<file path="src/dcn_pkg.sv">
// ============================================================================
// dcn_pkg: shared definitions for the Chinese numeral speller
// Symbol codes, datapath command and status bundles, and sizing helpers.
// ============================================================================
package dcn_pkg;

    localparam int DEF_VALUE_BITS = 31;
    localparam int CODE_W         = 4;
    localparam int BIG_W          = 2;
    localparam int POS_W          = 2;

    localparam logic [CODE_W-1:0] SYM_ZERO = 4'd0;
    localparam logic [CODE_W-1:0] SYM_ONE  = 4'd1;
    localparam logic [CODE_W-1:0] SYM_TEN  = 4'd10;
    localparam logic [CODE_W-1:0] SYM_BIG  = 4'd13;

    typedef enum logic [1:0] {
        SEL_ZERO,
        SEL_DIGIT,
        SEL_UNIT,
        SEL_BIG
    } sym_sel_t;

    typedef struct packed {
        logic             load;
        logic             dabble;
        logic             shift;
        logic             emit;
        sym_sel_t         sel;
        logic [POS_W-1:0] unit_pos;
        logic [BIG_W-1:0] big_code;
        logic             last;
    } dp_cmd_t;

    typedef struct packed {
        logic cur_zero;
        logic cur_one;
        logic rest_nz;
        logic out_free;
    } dp_status_t;

    // Number of four-digit groups needed for a binary value of the given width.
    // The digit count uses log10(2) rounded up slightly, so it never falls short.
    function automatic int groups_for(input int bits);
        return ((bits * 30103) / 100000 + 4) / 4;
    endfunction

endpackage

</file>
<file path="src/decimal_to_chinese_numeral.sv">
// ============================================================================
// decimal_to_chinese_numeral: spells a binary integer as Chinese numerals
// Takes one unsigned number per request and returns its spelling as a run
// of symbol requests, most significant first, the final one with is_last.
//
// Input channel: number_value with number_valid / number_stall. A request
// is taken when number_valid is high and number_stall is low; number_stall
// stays high from the cycle after acceptance until the last symbol of that
// number has been loaded into the output register.
// Output channel: symbol_code, big_unit, is_last with symbol_valid /
// symbol_stall. One output register holds the next symbol; it keeps its
// value while symbol_stall is high, and the sequencer waits on it.
// Sequence: the BCD conversion runs first, one bit a cycle, then the
// digits are scanned top down and each symbol is written to the output
// register, stopping at the last symbol; output stalls hold the scan.
// The next number is taken in the cycle after the last symbol is loaded,
// so a new number is not taken until the current one is fully spelled.
// Reset clears the sequencer and the output valid; no clearing pass.
// ============================================================================
module decimal_to_chinese_numeral #(
    parameter int VALUE_BITS = dcn_pkg::DEF_VALUE_BITS
) (
    input  logic                          clk,
    input  logic                          rst_n,
    input  logic                          number_valid,
    output logic                          number_stall,
    input  logic [VALUE_BITS-1:0]         number_value,
    output logic                          symbol_valid,
    input  logic                          symbol_stall,
    output logic [dcn_pkg::CODE_W-1:0]    symbol_code,
    output logic [dcn_pkg::BIG_W-1:0]     big_unit,
    output logic                          is_last
);

    dcn_pkg::dp_cmd_t    cmd;
    dcn_pkg::dp_status_t status;

    dcn_ctrl #(
        .VALUE_BITS (VALUE_BITS)
    ) u_ctrl (
        .clk          (clk),
        .rst_n        (rst_n),
        .number_valid (number_valid),
        .number_stall (number_stall),
        .status       (status),
        .cmd          (cmd)
    );

    dcn_datapath #(
        .VALUE_BITS (VALUE_BITS)
    ) u_datapath (
        .clk          (clk),
        .rst_n        (rst_n),
        .number_value (number_value),
        .cmd          (cmd),
        .status       (status),
        .symbol_valid (symbol_valid),
        .symbol_stall (symbol_stall),
        .symbol_code  (symbol_code),
        .big_unit     (big_unit),
        .is_last      (is_last)
    );

    // A symbol is only written when the output register can take it.
    assert property (@(posedge clk) disable iff (!rst_n)
        cmd.emit |-> status.out_free)
        else $error("symbol written over a pending output");

    // After a request is taken the sequencer must be busy with it.
    assert property (@(posedge clk) disable iff (!rst_n)
        (number_valid && !number_stall) |=> number_stall)
        else $error("input not held off while converting");

    // Writing the final symbol returns the sequencer to idle.
    assert property (@(posedge clk) disable iff (!rst_n)
        (cmd.emit && cmd.last) |=> !number_stall)
        else $error("sequencer did not finish after final symbol");

endmodule

</file>
<file path="src/dcn_datapath.sv">
// ============================================================================
// dcn_datapath: conversion and symbol datapath
// Binary to BCD by shift-and-add-3, a digit shifter that presents the most
// significant unscanned digit, and the registered symbol output.
// ============================================================================
module dcn_datapath #(
    parameter int VALUE_BITS = dcn_pkg::DEF_VALUE_BITS
) (
    input  logic                          clk,
    input  logic                          rst_n,
    input  logic [VALUE_BITS-1:0]         number_value,
    input  dcn_pkg::dp_cmd_t              cmd,
    output dcn_pkg::dp_status_t           status,
    output logic                          symbol_valid,
    input  logic                          symbol_stall,
    output logic [dcn_pkg::CODE_W-1:0]    symbol_code,
    output logic [dcn_pkg::BIG_W-1:0]     big_unit,
    output logic                          is_last
);

    localparam int GROUPS = dcn_pkg::groups_for(VALUE_BITS);
    localparam int DIGITS = GROUPS * 4;
    localparam int BCD_W  = DIGITS * 4;

    logic [VALUE_BITS-1:0]         bin_reg, bin_next;
    logic [BCD_W-1:0]              bcd_reg, bcd_next;
    logic [BCD_W-1:0]              corr;
    logic [3:0]                    cur_digit;
    logic                          valid_reg, valid_next;
    logic [dcn_pkg::CODE_W-1:0]    code_reg, code_next;
    logic [dcn_pkg::BIG_W-1:0]     big_reg, big_next;
    logic                          last_reg, last_next;

    assign cur_digit = bcd_reg[BCD_W-1 -: 4];

    assign status.cur_zero = (cur_digit == 4'd0);
    assign status.cur_one  = (cur_digit == dcn_pkg::SYM_ONE);
    assign status.rest_nz  = |bcd_reg[BCD_W-5:0];
    assign status.out_free = !valid_reg || !symbol_stall;

    // Add-3 correction on every digit ahead of the next doubling.
    always_comb
    begin
        logic [3:0] d;
        d    = '0;
        corr = '0;
        for (int k = 0; k < DIGITS; k++)
        begin
            d = bcd_reg[4*k +: 4];
            corr[4*k +: 4] = (d >= 4'd5) ? d + 4'd3 : d;
        end
    end

    always_comb
    begin
        bin_next = bin_reg;
        bcd_next = bcd_reg;
        if (cmd.load)
        begin
            bin_next = number_value;
            bcd_next = '0;
        end
        else if (cmd.dabble)
        begin
            bcd_next = {corr[BCD_W-2:0], bin_reg[VALUE_BITS-1]};
            bin_next = {bin_reg[VALUE_BITS-2:0], 1'b0};
        end
        else if (cmd.shift)
        begin
            bcd_next = {bcd_reg[BCD_W-5:0], 4'd0};
        end
    end

    always_comb
    begin
        valid_next = valid_reg;
        code_next  = code_reg;
        big_next   = big_reg;
        last_next  = last_reg;
        if (cmd.emit)
        begin
            valid_next = 1'b1;
            last_next  = cmd.last;
            big_next   = '0;
            case (cmd.sel)
                dcn_pkg::SEL_ZERO:  code_next = dcn_pkg::SYM_ZERO;
                dcn_pkg::SEL_DIGIT: code_next = cur_digit;
                dcn_pkg::SEL_UNIT:
                    code_next = dcn_pkg::SYM_TEN + dcn_pkg::CODE_W'(cmd.unit_pos)
                                - dcn_pkg::CODE_W'(1);
                dcn_pkg::SEL_BIG:
                begin
                    code_next = dcn_pkg::SYM_BIG;
                    big_next  = cmd.big_code;
                end
                default:            code_next = dcn_pkg::SYM_ZERO;
            endcase
        end
        else if (valid_reg && !symbol_stall)
        begin
            valid_next = 1'b0;
        end
    end

    always_ff @(posedge clk or negedge rst_n)
    begin
        if (!rst_n)
        begin
            valid_reg <= 1'b0;
        end
        else
        begin
            valid_reg <= valid_next;
        end
    end

    always_ff @(posedge clk)
    begin
        bin_reg  <= bin_next;
        bcd_reg  <= bcd_next;
        code_reg <= code_next;
        big_reg  <= big_next;
        last_reg <= last_next;
    end

    assign symbol_valid = valid_reg;
    assign symbol_code  = code_reg;
    assign big_unit     = big_reg;
    assign is_last      = last_reg;

endmodule

</file>
<file path="src/dcn_ctrl.sv">
// ============================================================================
// dcn_ctrl: sequencer for the Chinese numeral speller
// Runs the BCD conversion, then walks the digits from the top and decides
// which symbols each digit and each group produce.
// ============================================================================
module dcn_ctrl #(
    parameter int VALUE_BITS = dcn_pkg::DEF_VALUE_BITS
) (
    input  logic                 clk,
    input  logic                 rst_n,
    input  logic                 number_valid,
    output logic                 number_stall,
    input  dcn_pkg::dp_status_t  status,
    output dcn_pkg::dp_cmd_t     cmd
);

    localparam int GROUPS = dcn_pkg::groups_for(VALUE_BITS);
    localparam int GRP_W  = (GROUPS > 1) ? $clog2(GROUPS) : 1;
    localparam int CNT_W  = $clog2(VALUE_BITS);

    typedef enum logic [2:0] {
        ST_IDLE,
        ST_CONVERT,
        ST_SCAN,
        ST_ZERO,
        ST_DIGIT,
        ST_UNIT,
        ST_BIG,
        ST_ZERO_VALUE
    } state_t;

    state_t                    state_reg, state_next;
    logic [CNT_W-1:0]          cnt_reg, cnt_next;
    logic [GRP_W-1:0]          grp_reg, grp_next;
    logic [dcn_pkg::POS_W-1:0] pos_reg, pos_next;
    logic                      started_reg, started_next;
    logic                      zero_run_reg, zero_run_next;
    logic                      group_nz_reg, group_nz_next;
    logic                      grp_bottom;
    logic                      unit_last;

    assign grp_bottom   = (grp_reg == '0);
    // A unit, or a digit in the ones place, ends the spelling when nothing
    // nonzero lies below it and no big unit follows.
    assign unit_last    = grp_bottom && !status.rest_nz;
    assign number_stall = (state_reg != ST_IDLE);

    always_comb
    begin
        state_next    = state_reg;
        cnt_next      = cnt_reg;
        grp_next      = grp_reg;
        pos_next      = pos_reg;
        started_next  = started_reg;
        zero_run_next = zero_run_reg;
        group_nz_next = group_nz_reg;
        cmd           = '0;
        cmd.sel       = dcn_pkg::SEL_ZERO;
        cmd.unit_pos  = pos_reg;
        cmd.big_code  = dcn_pkg::BIG_W'(grp_reg - GRP_W'(1));

        case (state_reg)
            ST_IDLE:
            begin
                if (number_valid)
                begin
                    cmd.load      = 1'b1;
                    cnt_next      = CNT_W'(VALUE_BITS - 1);
                    grp_next      = GRP_W'(GROUPS - 1);
                    pos_next      = '1;
                    started_next  = 1'b0;
                    zero_run_next = 1'b0;
                    group_nz_next = 1'b0;
                    state_next    = ST_CONVERT;
                end
            end

            ST_CONVERT:
            begin
                cmd.dabble = 1'b1;
                if (cnt_reg == '0)
                begin
                    state_next = ST_SCAN;
                end
                else
                begin
                    cnt_next = cnt_reg - CNT_W'(1);
                end
            end

            ST_SCAN:
            begin
                if (status.cur_zero)
                begin
                    if (started_reg)
                    begin
                        zero_run_next = 1'b1;
                    end
                    if (pos_reg != '0)
                    begin
                        cmd.shift = 1'b1;
                        pos_next  = pos_reg - dcn_pkg::POS_W'(1);
                    end
                    else if (group_nz_reg && !grp_bottom)
                    begin
                        state_next = ST_BIG;
                    end
                    else if (grp_bottom)
                    begin
                        state_next = started_reg ? ST_IDLE : ST_ZERO_VALUE;
                    end
                    else
                    begin
                        cmd.shift = 1'b1;
                        pos_next  = '1;
                        grp_next  = grp_reg - GRP_W'(1);
                    end
                end
                else
                begin
                    started_next  = 1'b1;
                    group_nz_next = 1'b1;
                    // A spelling that would open with "one ten" opens with "ten".
                    if (!started_reg && status.cur_one && pos_reg == dcn_pkg::POS_W'(1))
                    begin
                        state_next = ST_UNIT;
                    end
                    else if (started_reg && zero_run_reg)
                    begin
                        state_next = ST_ZERO;
                    end
                    else
                    begin
                        state_next = ST_DIGIT;
                    end
                end
            end

            ST_ZERO:
            begin
                if (status.out_free)
                begin
                    cmd.emit      = 1'b1;
                    cmd.sel       = dcn_pkg::SEL_ZERO;
                    zero_run_next = 1'b0;
                    state_next    = ST_DIGIT;
                end
            end

            ST_DIGIT:
            begin
                if (status.out_free)
                begin
                    cmd.emit = 1'b1;
                    cmd.sel  = dcn_pkg::SEL_DIGIT;
                    cmd.last = (pos_reg == '0) && unit_last;
                    if (cmd.last)
                    begin
                        state_next = ST_IDLE;
                    end
                    else if (pos_reg != '0)
                    begin
                        state_next = ST_UNIT;
                    end
                    else
                    begin
                        state_next = ST_BIG;
                    end
                end
            end

            ST_UNIT:
            begin
                if (status.out_free)
                begin
                    cmd.emit = 1'b1;
                    cmd.sel  = dcn_pkg::SEL_UNIT;
                    cmd.last = unit_last;
                    if (cmd.last)
                    begin
                        state_next = ST_IDLE;
                    end
                    else
                    begin
                        cmd.shift  = 1'b1;
                        pos_next   = pos_reg - dcn_pkg::POS_W'(1);
                        state_next = ST_SCAN;
                    end
                end
            end

            ST_BIG:
            begin
                if (status.out_free)
                begin
                    cmd.emit = 1'b1;
                    cmd.sel  = dcn_pkg::SEL_BIG;
                    cmd.last = !status.rest_nz;
                    // Trailing zeros of a nonzero group never produce a zero symbol.
                    zero_run_next = 1'b0;
                    group_nz_next = 1'b0;
                    if (cmd.last)
                    begin
                        state_next = ST_IDLE;
                    end
                    else
                    begin
                        cmd.shift  = 1'b1;
                        pos_next   = '1;
                        grp_next   = grp_reg - GRP_W'(1);
                        state_next = ST_SCAN;
                    end
                end
            end

            ST_ZERO_VALUE:
            begin
                if (status.out_free)
                begin
                    cmd.emit   = 1'b1;
                    cmd.sel    = dcn_pkg::SEL_ZERO;
                    cmd.last   = 1'b1;
                    state_next = ST_IDLE;
                end
            end

            default:
            begin
                state_next = ST_IDLE;
            end
        endcase
    end

    always_ff @(posedge clk or negedge rst_n)
    begin
        if (!rst_n)
        begin
            state_reg    <= ST_IDLE;
            cnt_reg      <= '0;
            grp_reg      <= '0;
            pos_reg      <= '0;
            started_reg  <= 1'b0;
            zero_run_reg <= 1'b0;
            group_nz_reg <= 1'b0;
        end
        else
        begin
            state_reg    <= state_next;
            cnt_reg      <= cnt_next;
            grp_reg      <= grp_next;
            pos_reg      <= pos_next;
            started_reg  <= started_next;
            zero_run_reg <= zero_run_next;
            group_nz_reg <= group_nz_next;
        end
    end

endmodule

</file>
<file path="config.mk">
export PLATFORM = sky130hd
export DESIGN_NAME = decimal_to_chinese_numeral
export DESIGN_NICKNAME = d
export VERILOG_FILES = /design/src/dcn_pkg.sv /design/src/decimal_to_chinese_numeral.sv /design/src/dcn_datapath.sv /design/src/dcn_ctrl.sv
export SDC_FILE = /design/constraint.sdc
export NUM_CORES = 1
export LEC_CHECK = 0
export BUFFER_PORTS_ARGS = -buffer_cell sky130_fd_sc_hd__buf_2
export CAP_MARGIN = 25
export CORE_ASPECT_RATIO = 0.5
export CORE_MARGIN = 1.5
export CORE_UTILIZATION = 61
export DETAILED_ROUTE_END_ITERATION = 7
export PLACE_DENSITY_LB_ADDON = 0.3
export SLEW_MARGIN = 5
export SYNTH_ARGS = -nofsm -noshare
export SYNTH_HDL_FRONTEND = slang
export SYNTH_SLANG_ARGS = --single-unit
</file>
<file path="constraint.sdc">
create_clock -name clk -period 2.9 [get_ports clk]
set_input_delay 0.58 -clock clk [delete_from_list [all_inputs] [get_ports clk]]
set_output_delay 0.58 -clock clk [all_outputs]
set_load 0.03 [all_outputs]
</file>
==> reports/qor.txt <==
Slew HR: 59.00%
largest net degree at the start of global routing: 76
Bufs on Longest Clock Path: 2
commonest non-fill, non-tap cells in the layout: nand2_1, o21ai_0, dfxtp_1
Most Used Layer, Global Route: met2
critical path class: reg -> reg
I/O pin total: 44
worst setup margin: 214.4 ps
unrepaired setup endpoints after global routing: false
Power Internal: 4660 uW
number of flops mapped to enable cells by yosys: 38
met1 usage: 36.49%
Die Height: 74.59 um
via count: 5497
CTS Buf Count: 9
flops & latches, synth: 102
final core occ: 71.70%
CP top delay family: simple AND/OR/NAND/NOR gates
crit-path max cell delay: 500 ps
worst-path cell chain: inv_1, ha_1, nor4b_4, nand4_1, nor4_4, a22oi_2, buf_12, nor2_4, o21ai_0
Net Sw Power: 3665 uW
placed inst area: 6614 sq um
Highest Clock Rate: 0.3724 GHz
Hold Buf Count CTS: 0
DRT antenna net count: 0
Syn. warnings: 0
input/output buffers: 43
reg2reg setup slack: 210 ps
Setup crit end kind: flip-flop
post-DP HPWL: 9403 um
Mapped Area: 6252 sq um
GRT Util Overall: 27.25%
status: complete, no violations
CTS root buf: clkbuf_16
worst slack, placed: 310.6 ps
combinational power share: 50.7%
Avg Vias per Cell: 6.001
fin area: 6953 sq um
most common cell after layout, fill and taps aside: nand2_1
Detailed Routing Iterations Pass 1: 6
grt ovf: 0
worst-margin pin slew: 615.0 ps
Final period util: 92.61%
CTS tree: built
GR Layer Usage met2: 45.13%
max reg flops: 48
switch share: 44.02%
critical path's slowest cell: nor4_4
Area Growth Syn to Fin: 11.21%
DRC: 0
routed wire length: 14400 um
chip width: 146.2 um
gpl congestion: 0.9397
worst r2r dst: u_datapath.bcd_reg[6]
Clock Power Share: 15.6%
CP arrival: 2900 ps
initial core utilization: 64.48%
Setup Skew: 9.764 ps
Lkg Pwr: 0.002868 uW
hold slack: 137.0 ps
DR WL/cell: 15.72 um
DRT iter0 DRCs: 666
Synth Instances: 746
min Tclk post-route: 2686 ps
cell row count: 25
CP Launch Type: flip-flop
Syn Area/Cell: 8.381 sq um
P per Cell Area: 1197 nW/um^2
Fin Setup TNS: 0 ps
Die ar.: 10900 sq um
CTS H-tree lvls: 3
antenna violations before repair: 0
first-pass GRT wire length: 23470 um
Clk pin slew, worst setup/hold paths: 70 ps
Bufs and invs on worst path: 2
R2R Path Start: u_datapath.bcd_reg[29]
r2r worst-path depth: 9
latest clock arrival within the worst-skew pair: 360 ps
Worst Path Required: 3110 ps
Min-Delay Path Class: in -> async
Setup Viol. Count Final: 0
Antenna Cells: 0
CTS sink cnt: 102
vias in the first global route: 4877
worst vdd ir: 0.5390 mV
asr flop ratio synth: 15.69%
cts repair resizes: 0
Top FF cell, synth: dfxtp_1
Slew Limit Fails: 0
Final Hold Vio Count: 0
max_cap viols: 0
met3 Usage GRT: 5.460%
CORE AREA: 9697 sq um
share of post-route cells with drive strength above 1: 12.29%
Final #Nets: 852
syn_nets: 822
Yosys cell types: 56
Sequential Power Share: 33.7%
crit-path max FO: 15
post-synthesis sequential area ratio: 40.02%
fillers: 705
## power by group through the flow
stage | registers, uW | clock network [uW] | logic (uW)
after CTS | 2780 | 1320 | 4160
after global placement | 2780 | 0 | 3980
final | 2800 | 1300 | 4220
after detailed placement | 2810 | 0 | 4110
after global routing | 2880 | 1360 | 4710
after floorplan | 2720 | 0 | 3140
## per-layer routing
metal | wire length (um) | share of wire (%) | up-vias
met5 | 0 | 0 | -
met4 | 199 | 1.4 | 0
met3 | 1098 | 7.6 | 24
met2 | 6617 | 46 | 230
met1 | 6484 | 45 | 2565
li1 | - | - | 2678
## metrics by stage
step,power [uW],std cells
floorplan,5858,746
global placement,6760,897
finish,8325,916
detailed placement,6913,897
CTS,8257,913
global route,8948,916
## cell type report
cell class	instances	area (sq um)	area share (%)
inverter	40	150.1	2.159
clock inverter	5	83.83	1.206
tap	135	168.9	2.429
clock buffer	11	232.7	3.347
timing repair buffer	64	435.4	6.262
multi-input combinational	559	3379	48.61
sequential	102	2502	35.99
## cell usage after synthesis, types with 14 or more instances
library cell	n	area [sq um]
mux2i_1	19	190.2
a211oi_1	14	105.1
ha_1	41	513.0
xnor2_1	15	131.4
dfrtp_1	16	400.4
nand3_1	17	85.08
edfxtp_1	38	1141
nand2_1	153	574.3
dfxtp_1	48	960.9
a21oi_1	38	190.2
nor3_1	33	165.2
a31oi_1	17	106.4
o21ai_0	79	395.4
nor2_1	36	135.1
inv_1	40	150.1
clkbuf_1	27	101.4
## how the worst max path moves through the flow
| stage | startpoint | end | slack [ps] | depth (start not counted) |
|---|---|---|---|---|
| after floorplan | u_ctrl.state_reg[1] | u_datapath.bin_reg[0] | 460 | 6 |
| after global placement | u_datapath.bcd_reg[25] | u_datapath.bcd_reg[20] | 400 | 9 |
| after detailed placement | u_datapath.bcd_reg[37] | u_datapath.bcd_reg[32] | 310 | 9 |
| after CTS | u_datapath.bcd_reg[44] | u_datapath.bcd_reg[5] | 250 | 10 |
| after global routing | u_datapath.bcd_reg[44] | u_datapath.bcd_reg[17] | 60 | 10 |
| final | u_datapath.bcd_reg[29] | u_datapath.bcd_reg[6] | 210 | 9 |
## cell families after synthesis
logic type      Yosys count  synth area share, %
xor+xnor                 15                2.101
buf+inv                  85                6.063
mux                      21                3.402
compound gates          186                17.65
fa+ha+maj                42                8.365
simple gates            295                22.39
flops                   102                40.02
## what timing repair did
item                                    CTS  global route
hold endpoints to repair                  0             0
endpoints found under the setup margin    0             1
buffers inserted                          0             3
Note: power is estimated with default switching activity, not from simulation.
